$ cat src/rtl/bwbs_pkg.sv
// ----------------------------------------------------------------------------
// bwbs_pkg
// Shared types, codes and helpers of the wake-burst sequencer.
// ----------------------------------------------------------------------------
package bwbs_pkg;

   localparam int unsigned DELAY_W = 16;
   localparam int unsigned TIME_W  = 32;
   localparam int unsigned COUNT_W = 32;
   localparam int unsigned OP_W    = 16;

   localparam logic [OP_W-1:0] OP_NONE    = 16'h0000;
   localparam logic [OP_W-1:0] OP_ADDRESS = 16'hfc01;
   localparam logic [OP_W-1:0] OP_PARAMS  = 16'h2006;
   localparam logic [OP_W-1:0] OP_DATA    = 16'h2008;
   localparam logic [OP_W-1:0] OP_ENABLE  = 16'h200a;

   localparam logic [7:0] MIN_EVENT_LENGTH = 8'd6;

   localparam logic [1:0]  SETUP_NONE  = 2'd0;
   localparam logic [1:0]  SETUP_VALID = 2'd1;

   localparam logic [15:0] RESET_TIMEOUT_MS = 16'd1000;
   localparam logic [15:0] RESET_BURST_MS   = 16'd2000;
   localparam logic [15:0] RESET_RETRY_MS   = 16'd5;

   localparam logic [DELAY_W-1:0] DELAY_MAX = '1;

   typedef enum logic [1:0] {
      REG_SETUP_STATE = 2'd0,
      REG_TIMEOUT     = 2'd1,
      REG_BURST_LEN   = 2'd2,
      REG_RETRY       = 2'd3
   } reg_index_type;

   typedef enum logic [1:0] {
      MODE_TICK    = 2'd0,
      MODE_REQUEST = 2'd1,
      MODE_EVENT   = 2'd2,
      MODE_INIT    = 2'd3
   } mode_type;

   typedef enum logic [3:0] {
      PH_DISABLED    = 4'd0,
      PH_IDLE        = 4'd1,
      PH_ADDRESS     = 4'd2,
      PH_PARAMS      = 4'd3,
      PH_DATA        = 4'd4,
      PH_ENABLE      = 4'd5,
      PH_ADVERTISING = 4'd6,
      PH_DISABLE     = 4'd7,
      PH_RESTORE     = 4'd8,
      PH_FAILED      = 4'd9
   } phase_type;

   typedef enum logic [2:0] {
      KIND_ADDRESS = 3'd0,
      KIND_PARAMS  = 3'd1,
      KIND_DATA    = 3'd2,
      KIND_ENABLE  = 3'd3,
      KIND_DISABLE = 3'd4,
      KIND_RESTORE = 3'd5
   } kind_type;

   typedef struct packed {
      logic [1:0]  setup_state;
      logic [15:0] command_timeout_ms;
      logic [15:0] burst_length_ms;
      logic [15:0] retry_interval_ms;
   } cfg_type;

   typedef struct packed {
      mode_type          mode;
      logic [TIME_W-1:0] now_ms;
      logic              link_ready;
      logic              send_ok;
      logic [7:0]        event_length;
      logic [OP_W-1:0]   event_opcode;
      logic [7:0]        event_status;
   } req_type;

   typedef struct packed {
      phase_type          phase;
      logic [OP_W-1:0]    pending_opcode;
      logic [TIME_W-1:0]  command_deadline;
      logic [TIME_W-1:0]  burst_deadline;
      logic               address_changed;
      logic               advertising_on;
      logic               initialized;
      logic [COUNT_W-1:0] requests_total;
      logic [COUNT_W-1:0] bursts_total;
      logic [COUNT_W-1:0] failures_total;
   } state_type;

   typedef struct packed {
      logic               cmd_valid;
      logic [2:0]         cmd_kind;
      logic [OP_W-1:0]    cmd_opcode;
      logic               request_accepted;
      logic [3:0]         phase_code;
      logic               busy_res;
      logic [COUNT_W-1:0] accepted_count;
      logic [COUNT_W-1:0] burst_count;
      logic [COUNT_W-1:0] failure_count;
      logic               delay_valid;
      logic [DELAY_W-1:0] next_delay_ms;
   } rsp_type;

   // Deadline reached when (now - deadline) is non-negative modulo 2^32.
   function automatic logic reached(input logic [TIME_W-1:0] now,
                                    input logic [TIME_W-1:0] deadline);
      logic [TIME_W-1:0] diff;
      diff = now - deadline;
      return ~diff[TIME_W-1];
   endfunction

   function automatic logic [DELAY_W-1:0] left_until(input logic [TIME_W-1:0] now,
                                                     input logic [TIME_W-1:0] deadline);
      logic [TIME_W-1:0]  diff;
      logic [DELAY_W-1:0] res;
      diff = deadline - now;
      if (reached(now, deadline)) begin
         res = '0;
      end else if (|diff[TIME_W-1:DELAY_W]) begin
         res = DELAY_MAX;
      end else begin
         res = diff[DELAY_W-1:0];
      end
      return res;
   endfunction

   function automatic logic needs_work(input phase_type ph);
      return (ph != PH_DISABLED) && (ph != PH_IDLE) && (ph != PH_FAILED);
   endfunction

   // Phase to fall back to after a failure.
   function automatic phase_type unwind_phase(input logic adv_on, input logic addr_chg);
      phase_type ph;
      if (adv_on) begin
         ph = PH_DISABLE;
      end else if (addr_chg) begin
         ph = PH_RESTORE;
      end else begin
         ph = PH_IDLE;
      end
      return ph;
   endfunction

endpackage

$ cat src/rtl/bwbs_csr.sv
// ----------------------------------------------------------------------------
// bwbs_csr
// Configuration register file, written one word per handshake.
// ----------------------------------------------------------------------------
module bwbs_csr
   import bwbs_pkg::*;
(
   input  logic        clock,
   input  logic        reset,
   input  logic        csr_valid,
   output logic        csr_ready,
   input  logic [1:0]  csr_index,
   input  logic [15:0] csr_wdata,
   output cfg_type     cfg
);

   cfg_type cfg_ff;
   cfg_type cfg_in;

   assign csr_ready = 1'b1;

   always_comb begin
      cfg_in = cfg_ff;
      if (csr_valid) begin
         case (reg_index_type'(csr_index))
            REG_SETUP_STATE: cfg_in.setup_state        = csr_wdata[1:0];
            REG_TIMEOUT:     cfg_in.command_timeout_ms = csr_wdata;
            REG_BURST_LEN:   cfg_in.burst_length_ms    = csr_wdata;
            REG_RETRY:       cfg_in.retry_interval_ms  = csr_wdata;
            default:         cfg_in = cfg_ff;
         endcase
      end
   end

   always_ff @(posedge clock) begin
      if (reset) begin
         cfg_ff.setup_state        <= SETUP_NONE;
         cfg_ff.command_timeout_ms <= RESET_TIMEOUT_MS;
         cfg_ff.burst_length_ms    <= RESET_BURST_MS;
         cfg_ff.retry_interval_ms  <= RESET_RETRY_MS;
      end else begin
         cfg_ff <= cfg_in;
      end
   end

   assign cfg = cfg_ff;

endmodule

$ cat src/rtl/bwbs_step.sv
// ----------------------------------------------------------------------------
// bwbs_step
// Next-state and result logic for one word: tick, request, event or init.
// ----------------------------------------------------------------------------
module bwbs_step
   import bwbs_pkg::*;
(
   input  state_type cur,
   input  cfg_type   cfg,
   input  req_type   req,
   output state_type nxt,
   output rsp_type   rsp
);

   state_type        st;
   logic [1:0]       fail_inc;
   logic             req_inc;
   logic             burst_inc;
   logic             accepted;
   logic             issue;
   kind_type         kind;
   logic [OP_W-1:0]  op;

   always_comb begin
      st        = cur;
      fail_inc  = 2'd0;
      req_inc   = 1'b0;
      burst_inc = 1'b0;
      accepted  = 1'b0;
      issue     = 1'b0;
      kind      = KIND_ADDRESS;
      op        = OP_NONE;

      case (req.mode)
         MODE_TICK: begin
            // Command timeout first, then burst expiry, then try a send.
            if ((st.pending_opcode != OP_NONE) && reached(req.now_ms, st.command_deadline)) begin
               fail_inc         = fail_inc + 2'd1;
               st.pending_opcode = OP_NONE;
               st.phase          = unwind_phase(st.advertising_on, st.address_changed);
            end
            if ((st.phase == PH_ADVERTISING) && reached(req.now_ms, st.burst_deadline)) begin
               st.phase = PH_DISABLE;
            end
            if ((st.pending_opcode == OP_NONE) && req.link_ready) begin
               issue = 1'b1;
               case (st.phase)
                  PH_ADDRESS: begin kind = KIND_ADDRESS; op = OP_ADDRESS; end
                  PH_PARAMS:  begin kind = KIND_PARAMS;  op = OP_PARAMS;  end
                  PH_DATA:    begin kind = KIND_DATA;    op = OP_DATA;    end
                  PH_ENABLE:  begin kind = KIND_ENABLE;  op = OP_ENABLE;  end
                  PH_DISABLE: begin kind = KIND_DISABLE; op = OP_ENABLE;  end
                  PH_RESTORE: begin kind = KIND_RESTORE; op = OP_ADDRESS; end
                  default:    issue = 1'b0;
               endcase
            end
            if (issue) begin
               st.pending_opcode   = op;
               st.command_deadline = req.now_ms + TIME_W'(cfg.command_timeout_ms);
               if (!req.send_ok) begin
                  fail_inc          = fail_inc + 2'd1;
                  st.pending_opcode = OP_NONE;
                  st.phase          = unwind_phase(st.advertising_on, st.address_changed);
               end
            end
         end
         MODE_REQUEST: begin
            if (st.phase == PH_IDLE) begin
               req_inc  = 1'b1;
               st.phase = PH_ADDRESS;
               accepted = 1'b1;
            end
         end
         MODE_EVENT: begin
            if ((req.event_length >= MIN_EVENT_LENGTH) && (st.pending_opcode != OP_NONE)
                && (req.event_opcode == st.pending_opcode)) begin
               st.pending_opcode = OP_NONE;
               if (req.event_status != 8'd0) begin
                  fail_inc = 2'd1;
                  st.phase = unwind_phase(st.advertising_on, st.address_changed);
               end else begin
                  case (st.phase)
                     PH_ADDRESS: begin
                        st.address_changed = 1'b1;
                        st.phase           = PH_PARAMS;
                     end
                     PH_PARAMS: st.phase = PH_DATA;
                     PH_DATA:   st.phase = PH_ENABLE;
                     PH_ENABLE: begin
                        st.advertising_on = 1'b1;
                        st.burst_deadline = req.now_ms + TIME_W'(cfg.burst_length_ms);
                        st.phase          = PH_ADVERTISING;
                     end
                     PH_DISABLE: begin
                        st.advertising_on = 1'b0;
                        st.phase          = PH_RESTORE;
                     end
                     PH_RESTORE: begin
                        st.address_changed = 1'b0;
                        burst_inc          = 1'b1;
                        st.phase           = PH_IDLE;
                     end
                     default: begin
                        fail_inc = 2'd1;
                        st.phase = unwind_phase(st.advertising_on, st.address_changed);
                     end
                  endcase
               end
            end
         end
         MODE_INIT: begin
            if (!st.initialized) begin
               st.initialized = 1'b1;
               if (cfg.setup_state == SETUP_VALID) begin
                  st.phase = PH_IDLE;
               end else if (cfg.setup_state != SETUP_NONE) begin
                  st.phase = PH_FAILED;
                  fail_inc = 2'd1;
               end
            end
         end
         default: st = cur;
      endcase

      st.failures_total = cur.failures_total + COUNT_W'(fail_inc);
      st.requests_total = cur.requests_total + COUNT_W'(req_inc);
      st.bursts_total   = cur.bursts_total + COUNT_W'(burst_inc);
   end

   assign nxt = st;

   always_comb begin
      rsp                  = '0;
      rsp.cmd_valid        = issue;
      rsp.cmd_kind         = issue ? kind : 3'd0;
      rsp.cmd_opcode       = op;
      rsp.request_accepted = accepted;
      rsp.phase_code       = st.phase;
      rsp.busy_res         = needs_work(st.phase);
      rsp.accepted_count   = st.requests_total;
      rsp.burst_count      = st.bursts_total;
      rsp.failure_count    = st.failures_total;
      rsp.delay_valid      = 1'b1;
      if (accepted) begin
         rsp.next_delay_ms = '0;
      end else if (st.pending_opcode != OP_NONE) begin
         rsp.next_delay_ms = left_until(req.now_ms, st.command_deadline);
      end else if (st.phase == PH_ADVERTISING) begin
         rsp.next_delay_ms = left_until(req.now_ms, st.burst_deadline);
      end else if (needs_work(st.phase)) begin
         rsp.next_delay_ms = cfg.retry_interval_ms;
      end else begin
         rsp.delay_valid   = 1'b0;
         rsp.next_delay_ms = '0;
      end
   end

endmodule

$ cat src/rtl/ble_wake_burst_sequencer_core.sv
// ----------------------------------------------------------------------------
// ble_wake_burst_sequencer_core
// Steps a radio controller through one advertising burst with timeouts.
// ----------------------------------------------------------------------------
// A word accepted on req_ waits in the input register, then moves to the
// result register, which offers it on rsp_. One word per cycle while rsp_ready
//    allows; the two registers form a two-stage pipeline, and sequencer state
//    updates as a word moves into the second, so each word sees its predecessor.
// Reset: synchronous, active high; clears phase (disabled), pending command,
//    deadlines, flags, totals and both pipeline valids; config returns to
//    1000 / 2000 / 5 ms with setup not configured.
module ble_wake_burst_sequencer_core
   import bwbs_pkg::*;
(
   input  logic                clock,
   input  logic                reset,
   // input words
   input  logic                req_valid,
   output logic                req_ready,
   input  logic [1:0]          req_mode,
   input  logic [TIME_W-1:0]   req_now_ms,
   input  logic                req_link_ready,
   input  logic                req_send_ok,
   input  logic [7:0]          req_event_length,
   input  logic [OP_W-1:0]     req_event_opcode,
   input  logic [7:0]          req_event_status,
   // result words
   output logic                rsp_valid,
   input  logic                rsp_ready,
   output logic                rsp_cmd_valid,
   output logic [2:0]          rsp_cmd_kind,
   output logic [OP_W-1:0]     rsp_cmd_opcode,
   output logic                rsp_request_accepted,
   output logic [3:0]          rsp_phase_code,
   output logic                rsp_busy_res,
   output logic [COUNT_W-1:0]  rsp_accepted_count,
   output logic [COUNT_W-1:0]  rsp_burst_count,
   output logic [COUNT_W-1:0]  rsp_failure_count,
   output logic                rsp_delay_valid,
   output logic [DELAY_W-1:0]  rsp_next_delay_ms,
   // configuration writes
   input  logic                csr_valid,
   output logic                csr_ready,
   input  logic [1:0]          csr_index,
   input  logic [15:0]         csr_wdata
);

   cfg_type   cfg;
   req_type   req_ff;
   logic      req_valid_ff;
   state_type state_ff;
   state_type state_in;
   rsp_type   rsp_ff;
   rsp_type   rsp_in;
   logic      rsp_valid_ff;
   logic      advance;

   bwbs_csr u_csr (
      .clock     (clock),
      .reset     (reset),
      .csr_valid (csr_valid),
      .csr_ready (csr_ready),
      .csr_index (csr_index),
      .csr_wdata (csr_wdata),
      .cfg       (cfg)
   );

   // Move the held word into the result register when that slot is free
   // or being drained this cycle.
   assign advance   = !rsp_valid_ff || rsp_ready;
   assign req_ready = !req_valid_ff || advance;

   // Input register: hold the payload until it advances.
   always_ff @(posedge clock) begin
      if (reset) begin
         req_valid_ff <= 1'b0;
      end else if (req_ready) begin
         req_valid_ff <= req_valid;
      end
   end

   always_ff @(posedge clock) begin
      if (req_valid && req_ready) begin
         req_ff.mode         <= mode_type'(req_mode);
         req_ff.now_ms       <= req_now_ms;
         req_ff.link_ready   <= req_link_ready;
         req_ff.send_ok      <= req_send_ok;
         req_ff.event_length <= req_event_length;
         req_ff.event_opcode <= req_event_opcode;
         req_ff.event_status <= req_event_status;
      end
   end

   bwbs_step u_step (
      .cur (state_ff),
      .cfg (cfg),
      .req (req_ff),
      .nxt (state_in),
      .rsp (rsp_in)
   );

   // Sequencer state: commit only when the word is handed to the result side.
   // All-zero is the disabled phase with nothing pending.
   always_ff @(posedge clock) begin
      if (reset) begin
         state_ff <= '0;
      end else if (req_valid_ff && advance) begin
         state_ff <= state_in;
      end
   end

   // Result register.
   always_ff @(posedge clock) begin
      if (reset) begin
         rsp_valid_ff <= 1'b0;
      end else if (advance) begin
         rsp_valid_ff <= req_valid_ff;
      end
   end

   always_ff @(posedge clock) begin
      if (req_valid_ff && advance) begin
         rsp_ff <= rsp_in;
      end
   end

   assign rsp_valid            = rsp_valid_ff;
   assign rsp_cmd_valid        = rsp_ff.cmd_valid;
   assign rsp_cmd_kind         = rsp_ff.cmd_kind;
   assign rsp_cmd_opcode       = rsp_ff.cmd_opcode;
   assign rsp_request_accepted = rsp_ff.request_accepted;
   assign rsp_phase_code       = rsp_ff.phase_code;
   assign rsp_busy_res         = rsp_ff.busy_res;
   assign rsp_accepted_count   = rsp_ff.accepted_count;
   assign rsp_burst_count      = rsp_ff.burst_count;
   assign rsp_failure_count    = rsp_ff.failure_count;
   assign rsp_delay_valid      = rsp_ff.delay_valid;
   assign rsp_next_delay_ms    = rsp_ff.next_delay_ms;

   // A single word unwinds at most twice: timeout, then a failed resend.
   a_fail_step: assert property (@(posedge clock) disable iff (reset)
      $past(!reset) |-> ((state_ff.failures_total - $past(state_ff.failures_total))
                         <= COUNT_W'(2)))
      else $error("failure total jumped by more than two");

   // The request total moves only together with an accepted-request result.
   a_req_count: assert property (@(posedge clock) disable iff (reset)
      ($past(!reset) && (state_ff.requests_total != $past(state_ff.requests_total)))
      |-> (rsp_valid_ff && rsp_ff.request_accepted))
      else $error("request total changed without an accepted request");

   // An accepted request always lands in the address phase with zero delay.
   a_accept_shape: assert property (@(posedge clock) disable iff (reset)
      (rsp_valid_ff && rsp_ff.request_accepted) |->
      ((rsp_ff.phase_code == PH_ADDRESS) && rsp_ff.delay_valid
       && (rsp_ff.next_delay_ms == '0) && !rsp_ff.cmd_valid))
      else $error("accepted request result malformed");

endmodule

$ cat config.mk
export PLATFORM = sky130hd
export DESIGN_NAME = ble_wake_burst_sequencer_core
export DESIGN_NICKNAME = d
export VERILOG_FILES = /design/src/rtl/bwbs_pkg.sv /design/src/rtl/bwbs_csr.sv /design/src/rtl/bwbs_step.sv /design/src/rtl/ble_wake_burst_sequencer_core.sv
export SDC_FILE = /design/constraint.sdc
export NUM_CORES = 1
export LEC_CHECK = 0
export ABC_AREA = 1
export BUFFER_PORTS_ARGS = -buffer_cell sky130_fd_sc_hd__buf_2
export CORE_MARGIN = 2
export CORE_UTILIZATION = 61
export CTS_CLUSTER_DIAMETER = 200
export CTS_CLUSTER_SIZE = 28
export DETAILED_ROUTE_END_ITERATION = 8
export HOLD_SLACK_MARGIN = 0.08
export PLACE_DENSITY = 0.92
export SETUP_SLACK_MARGIN = 0.15
export SLEW_MARGIN = 15
export SYNTH_ARGS = -nofsm -noshare
export SYNTH_HDL_FRONTEND = slang
export SYNTH_SLANG_ARGS = --single-unit
export TNS_END_PERCENT = 5
$ cat constraint.sdc
create_clock -name clock -period 6.12 [get_ports clock]
set_input_delay 0.612 -clock clock [delete_from_list [all_inputs] [get_ports clock]]
set_output_delay 0.612 -clock clock [all_outputs]
set_load 0.02 [all_outputs]
Yosys cells after proc, flatten, opt, wreduce, memory -nomap -nowiden
Cells that the tools add are included.
Cells by class
  add/subtract/negate cells: 12
  order comparisons: 1
  equal/unequal tests: 25
  mux-type cells: 56
  bitwise operators: 3
  reductions and logical operators: 38
Operators by type and width (count)
  subtractor 32 bit: 6
  two-way mux 16 bit: 8
  two-way mux 34 bit: 3
  two-way mux 20 bit: 4
  adder 32 x 1 -> 32 bit: 2
  adder 32 x 16 -> 32 bit: 2
  two-way mux 32 bit: 2
  one-hot mux 16 bit (4 select lines): 1
  two-way mux 52 bit: 1
  two-way mux 4 bit: 9
  adder 32 x 2 -> 32 bit: 1
  equality test 4 x 3 -> 1 bit, second input constant: 8
  one-hot mux 16 bit (2 select lines): 1
  nonzero test 16 bit: 2
  OR reduction 16 bit: 2
  one-hot mux 4 bit (6 select lines): 1
  equality test 16 bit: 1
  equality test 4 x 2 -> 1 bit, second input constant: 4
  zero test 16 bit: 1
  one-hot mux 4 bit (4 select lines): 1
  one-hot mux 3 bit (5 select lines): 1
  two-way mux 1 bit: 14
  two-way mux 2 bit: 7
  OR reduction 6 bit: 2
  other kinds (23): 51
Word-level totals
  bits in registers: 442
  output and inout port bits: 142
  word-level logic and storage cells: 169

Logic depth before layout (Yosys ltp)
Gate-level depths: netlist of the first run.
  word-level depth: 22
  mapped depth: 51

By module
A second synthesis of the first run with hierarchy kept.
Second synthesis, totals
  cell total of the unflattened synthesis: 4095
  area total of the unflattened synthesis: 30259.0 µm²
By module, submodules not included
  ble_wake_burst_sequencer_core: times used 1, cells each 1419, area each 14502.7 µm², sequential area each 9919.5 µm²
  bwbs_step: times used 1, cells each 2377, area each 13765.7 µm², sequential area each 0.0 µm²
  bwbs_csr: times used 1, cells each 299, area each 1990.7 µm², sequential area each 1001.0 µm²

Worst setup path before layout of the first run
OpenSTA, ideal clock, no wires.
  path kind: input to register
  start point: input rsp_ready
  end point: register rsp_ff, in the netlist rsp_accepted_count[0] (enable)
  arrival: 5146 ps
  data required time: 5578 ps
  setup slack: 432 ps
  stages: 7
  cells stage by stage: inv_1 -> nand2_1 -> nand2_1 -> clkbuf_1 -> clkinv_1 -> clkbuf_1 -> clkbuf_1
Between the ends
  cells in the longest elaborated chain, start to end: 2
Ends and longest elaborated chain
  start, declared: line ble_wake_burst_sequencer_core.sv:29  | input logic rsp_ready,
  logical OR 1 bit: line ble_wake_burst_sequencer_core.sv:70  | assign advance = !rsp_valid_ff || rsp_ready;
  logical AND 1 bit: line ble_wake_burst_sequencer_core.sv:122  | if (req_valid_ff && advance) begin
  end signal, assigned: line ble_wake_burst_sequencer_core.sv:123  | rsp_ff <= rsp_in;
  end, declared: line ble_wake_burst_sequencer_core.sv:53  | rsp_type rsp_ff;
Every way passes these cells.
A chain may end at the register's enable or synchronous reset.

==> results.yml, run 1 <==
setup_path:
  max_stage_delay_ps: 520
  crit_path_max_fanout: 8
  path_common_cell: "nand2_1"
  critPathLaunchType: "register"
  required_ps: 6480
  cp.arrival_ps: 6610
  worstSetupPathType: "reg2reg"
  endpoint_kind: "register"
  crit_path_top_delay_cell: "edfxtp_1"
logic_synthesis:
  yosysTopAreaCell: "edfxtp_1"
  synth.avg_cell_area_sq_um: 7.858
  ys_async_sr_fraction: 0
  synth_warnings: 0
  ys_seq_area_frac: 0.3830
  yosysTopAreaCellShare: 0.2124
  synth_cell_types: 67
  syn_inst: 3509
  syn_area_sq_mm: 0.02757
  ys_ff_latch: 430
  synth_area_leaders: "edfxtp_1 (21%), dfxtp_1 (17%), ha_1 (10%), nand2_1 (7.5%), inv_1 (7.0%)"
  synthFlopType: "dfxtp_1"
  synth_edf_count: 195
die:
  pin_count: 233
  core_sq_mm: 0.04441
  rows: 77
  die_w_um: 216.6
  initial_core_util: 0.6208
  die_h_um: 216.6
  die_area_sq_mm: 0.04692
outcome:
  failed_checks: "setup timing"
  outcome: "finished, violations left"
placement:
  place_ws_ps: -155.9
  dpl.hpwl_um: 57820
  placed_cells: 4394
  port_buffers: 224
  gp_congestion: 1.006
routing:
  routed_wirelength_um: 81250
  via_per_inst: 5.786
  routedWlPerCell_um: 18.19
  wl_met3_um: 6566
  top_layer: "met5"
  drc: 0
  drtIter0Drc: 3139
  ant_nets: 0
  route.met2.wl_um: 38280
  dr.pass1.iters: 6
  m1WireLength_um: 32030
  num_vias: 25839
sta:
  finalCriticalPeriod_ps: 6246
  tns_ps: -1057
  fmax_mhz: 160.1
  finalClockSkew_ps: 39.37
  fin_ws_ps: -126.5
  rsz0062_at_grt: "true"
  setup_violations: 15
  slew_violations: 0
  hold_viol_final: 0
  relSlewSlack: 0.2520
  min_period_over_period: 1.021
  worst_slew_pin_slew_ps: 1108
cts:
  cts_tree: "built"
  cts.sinks: 430
  htreeDepth: 1
  cts.clk_slew.worst_paths_ps: 130
  cts_buffer_depth: 3
  worstSkewPairLatency_ps: 590
  clockRootBuffer: "clkbuf_16"
  cts_buffers: 19
grt:
  gr-total-overflow: 0
  grt_pass1_vias: 23315
  grt_pass1_wl_um: 120100
  grt_max_degree: 176
  grt_usage: 0.3181
  antenna_found_initial: 1
power:
  power.density_mw_per_mm2: 207.4
  ir_worst_vdd_mv: 0.2395
  leakage_uw: 0.01515
finish:
  drive_above_1_share: 0.1900
  area_growth_pct: 16.73
  layoutNonFillerInstCount: 4466
  fin_nets: 4180
  diodes: 0
min_path:
  hp-class: "in2reg"
flow_run:
  drv_cap: 0
==> cells by family after synthesis <==
family                   count (synthesis)  synth area share
adder cells (fa/ha/maj)                228            0.1048
AND/OR/NAND/NOR                       1282            0.2129
flip-flops                             430            0.3830
other                                    2         0.0002724
buffers and inverters                  641           0.09139
AO/OA/AOI/OAI                          724            0.1426
XOR/XNOR                               202           0.06512
==> per-layer routing <==
layer | global-route usage | vias to the layer above
li1 | - | 12264
met1 | 0.4126 | 11944
met2 | 0.5378 | 1330
met3 | 0.03986 | 299
met4 | 0.1326 | 2
met5 | 0 | -
==> power breakdown <==
| part | switching, uW | internal (uW) | leakage (uW) | total [uW] |
|---|---|---|---|---|
| registers | 106 | 3200 | 0.00380 | 3300 |
| clock network | 958 | 608 | 0.000264 | 1570 |
| logic | 1160 | 643 | 0.0111 | 1810 |
| total | 2230 | 4450 | 0.0151 | 6680 |
==> metrics by stage <==
stage	hold slack [ps]	cell area, sq um	utilization	power (uW)
floorplan	429.5	27590	-	4443
global placement	440.5	30320	0.6826	4913
detailed placement	454.4	30320	0.6826	4965
CTS	178.9	31120	0.7006	6498
global route	177.0	32190	0.7247	6956
finish	179.8	32190	0.7247	6675
==> what timing repair did <==
| action | in CTS | in global routing |
|---|---|---|
| setup endpoints to repair | 27 | 33 |
| gates cloned | 1 | 3 |
| hold buffers | 0 | 0 |
| pin swaps | 15 | 90 |
| buffers inserted | 14 | 20 |
| gates resized for setup | 36 | 199 |
==> area by class of cell <==
type	count	area [sq um]
clock buffers	32	524.3
clock inverters	2	28.78
fillers	3208	12230
inverters	529	2009
multi-input cells	2443	15430
flip-flops and latches	430	10560
well taps	592	740.7
repair buffers	437	2888
repair inverters	1	8.758
==> worst max-delay path: cells and delay by family, from the launching register on <==
family	cells	cell delay, ps
adder cells (fa/ha/maj)	3	920
flip-flops	1	520
AO/OA/AOI/OAI	9	1510
buffers and inverters	3	510
AND/OR/NAND/NOR	19	2120
XOR/XNOR	2	440
==> final timing paths <==
check | from | slack, ps | to | cells past startpoint
worst max-delay path | req_ff[34] | -130 | rsp_next_delay_ms[14] | 36
worst min-delay path | req_now_ms[15] | 180 | req_ff[49] | 1
worst max register to register | req_ff[34] | -130 | rsp_next_delay_ms[14] | 36
worst min register to register | state_ff[116] | 480 | state_ff[116] | 2
==> cells in the mapped netlist, types with 39 or more instances <==
cell / instances
dfxtp_1: 235
a21oi_1: 300
nor2_1: 348
nand2_1: 552
xor2_1: 159
nand4_1: 57
nand3_1: 152
inv_1: 513
clkbuf_1: 74
xnor2_1: 41
ha_1: 223
o21ai_0: 282
edfxtp_1: 195
o21ai_1: 39
==> placed cells by master (no fill, tap or decap), types with 12 or more instances in the layout <==
cell type,netlist,routed
clkbuf_16,0,21
nand4_1,57,57
inv_1,513,508
buf_2,18,223
nor2_2,17,24
clkbuf_1,74,13
ha_4,0,12
nand2_1,552,522
nand3_2,23,30
o21ai_1,39,41
a21oi_1,300,277
xnor2_1,41,39
buf_4,12,197
xor2_1,159,157
edfxtp_1,195,195
nor3_1,35,27
nand3_1,152,138
a21oi_2,2,21
nor2_4,4,12
or2_2,14,12
nor2_1,348,333
nand2_2,13,33
inv_2,12,16
o21ai_2,0,18
nor3_4,5,14
dfxtp_1,235,234
ha_1,223,207
nor3_2,19,18
o211ai_1,22,22
nand2_4,5,14
nor4_1,21,17
o21ai_0,282,260
==> state kept, by name, summed over array words and instances, names as in the netlist <==
signal,count
state_ff,183
req_ff,67
u_csr.cfg,50
rsp_accepted_count,32
rsp_burst_count,32
rsp_failure_count,32
rsp_next_delay_ms,16
rsp_cmd_opcode,5
rsp_phase_code,4
rsp_cmd_kind,3
req_valid_ff,1
rsp_busy_res,1
rsp_cmd_valid,1
rsp_delay_valid,1
rsp_request_accepted,1
rsp_valid,1
Power figures use the tool's default switching activity.
==> run 2, diff against run 1 <==
--- a/config.mk
+++ b/config.mk
@@ -7,13 +7,15 @@
 export LEC_CHECK = 0
 export ABC_AREA = 1
 export BUFFER_PORTS_ARGS = -buffer_cell sky130_fd_sc_hd__buf_2
+export CELL_PAD_IN_SITES_DETAIL_PLACEMENT = 0
+export CELL_PAD_IN_SITES_GLOBAL_PLACEMENT = 1
 export CORE_MARGIN = 2
-export CORE_UTILIZATION = 61
+export CORE_UTILIZATION = 46
 export CTS_CLUSTER_DIAMETER = 200
 export CTS_CLUSTER_SIZE = 28
 export DETAILED_ROUTE_END_ITERATION = 8
 export HOLD_SLACK_MARGIN = 0.08
-export PLACE_DENSITY = 0.92
+export PLACE_DENSITY = 0.93
 export SETUP_SLACK_MARGIN = 0.15
 export SLEW_MARGIN = 15
 export SYNTH_ARGS = -nofsm -noshare
==> results.yml, run 2 (synthesis gave the netlist of run 1 again) <==
outcome:
  outcome: "completed"
die:
  die_h_um: 248.8
  initial_core_util: 0.4663
  die_w_um: 248.8
  rows: 89
  core_sq_mm: 0.05913
  pin_count: 233
  die_area_sq_mm: 0.06192
grt:
  grt_pass1_vias: 22846
  grt_usage: 0.2447
  antenna_found_initial: 0
  gr-total-overflow: 0
  grt_max_degree: 175
  grt_pass1_wl_um: 123000
routing:
  drc: 0
  via_per_inst: 5.167
  route.met2.wl_um: 36420
  routedWlPerCell_um: 16.60
  top_layer: "met4"
  num_vias: 24357
  drtIter0Drc: 1997
  m1WireLength_um: 35110
  dr.pass1.iters: 5
  routed_wirelength_um: 78260
  ant_nets: 0
  wl_met3_um: 4231
finish:
  top_register: "state_ff"
  layout_common_cells: "nand2_1 (534), inv_1 (512), nor2_1 (340)"
  largest_reg_flops: 183
  diodes: 0
  ff_latch_area_sq_mm: 0.01056
  fin_nets: 4247
  multi_input_area_sq_mm: 0.01503
  drive_above_1_share: 0.1873
  area_growth_pct: 17.78
  final_common_cell: "nand2_1"
  nFillCells: 5527
power:
  leakage_uw: 0.01534
  clockPowerShare: 0.237
  swShare: 0.3278
  p_total_uw: 6641
  ir_worst_vdd_mv: 0.1761
  combinationalPowerShare: 0.267
  pwr-share-seq: 0.496
  power.density_mw_per_mm2: 204.5
  p_int_uw: 4464
  power_switching_uw: 2177
flow_run:
  drv_cap: 0
min_path:
  hp-class: "in2reg"
  hold_depth: 1
  hold_path_end: "req_ff[64]"
  worstHoldStart: "req_now_ms[30]"
cts:
  worstSkewPairLatency_ps: 600
  cts.clk_slew.worst_paths_ps: 130
  htreeDepth: 1
  cts_buffers: 19
  postCtsHoldBufs: 0
  cts.sinks: 430
  cts_tree: "built"
  clockRootBuffer: "clkbuf_16"
  cts_buffer_depth: 3
sta:
  tns_ps: 0
  finalCriticalPeriod_ps: 5937
  hold_viol_final: 0
  rsz0062_at_grt: "true"
  setup_violations: 0
  min_period_over_period: 0.9700
  worst_slew_pin_slew_ps: 1138
  finalClockSkew_ps: 48.19
  slew_violations: 0
  fmax_mhz: 168.4
  relSlewSlack: 0.2411
setup_path:
  rrSetupSlack_ps: 180
  r2r_cells: 42
  cp.arrival_ps: 6300
  critPathLaunchType: "register"
  required_ps: 6480
  crit_path_top_delay_cell: "edfxtp_1"
  path_common_cell: "nand2_1"
  crit_path_max_fanout: 11
  worst_r2r_startpoint: "req_ff[55]"
  endpoint_kind: "register"
  worstSetupPathType: "reg2reg"
  worst_r2r_endpoint: "rsp_next_delay_ms[12]"
  max_stage_delay_ps: 440
placement:
  dpl.hpwl_um: 59940
  port_buffers: 224
  gp_congestion: 0.9716
run 2: how the worst max path moves through the flow:
stage | depth (start not counted) | slack (ps) | start | endpoint
2_1_floorplan | 7 | 430 | rsp_ready | rsp_accepted_count[0]
6_report | 42 | 180 | req_ff[55] | rsp_next_delay_ms[12]
5_1_grt | 32 | -270 | req_ff[36] | rsp_next_delay_ms[10]
4_1_cts | 49 | 130 | req_ff[35] | rsp_next_delay_ms[4]
3_5_place_dp | 32 | -150 | req_ff[36] | rsp_next_delay_ms[2]
3_3_place_gp | 32 | -230 | req_ff[36] | rsp_next_delay_ms[15]
run 2: per-layer routing:
metal | vias to the layer above | GRT usage
met5 | - | 0
li1 | 12405 | -
met2 | 618 | 0.4173
met4 | 0 | 0.07377
met3 | 116 | 0.02853
met1 | 11218 | 0.3255
run 2: cell type report:
cell class | instances | area share
well taps | 773 | 0.02978
repair buffers | 505 | 0.1034
inverters | 529 | 0.06168
multi-input cells | 2443 | 0.4629
clock buffers | 32 | 0.01614
clock inverters | 2 | 0.0008861
flip-flops and latches | 430 | 0.3252
run 2: power groups by stage:
stage	combinational [uW]	clock, uW	sequential, uW
after global placement	1670	0	3360
after global routing	1970	1710	3310
after CTS	1730	1620	3300
after detailed placement	1690	0	3360
after floorplan	1020	0	3420
final	1770	1570	3300
run 2: through the flow:
step                      worst slack [ps]  cell area, sq um  hold WS (ps)  cells  utilization
after floorplan                      432.0             27590         429.5   3514            -
after global placement              -229.8             31240         442.7   4666       0.5283
after detailed placement            -151.3             31240         458.1   4666       0.5283
after CTS                            133.3             32060         149.0   4706       0.5423
after global routing                -265.5             32480         152.2   4714       0.5492
final                                183.5             32480         171.4   4714       0.5492
run 2: critical path: cells and delay by family (launching register included):
family / cells / cell delay (ps)
adder cells (fa/ha/maj): 3 / 850
buffers and inverters: 8 / 740
AO/OA/AOI/OAI: 4 / 790
AND/OR/NAND/NOR: 26 / 2690
XOR/XNOR: 1 / 150
flip-flops: 1 / 440
run 2: timing repair:
item | CTS | global route
cloned | 2 | 0
gates resized for setup | 56 | 87
endpoints found under the hold margin | 0 | 0
buffers inserted | 4 | 8
endpoints found under the setup margin | 27 | 34
pin swaps | 14 | 32
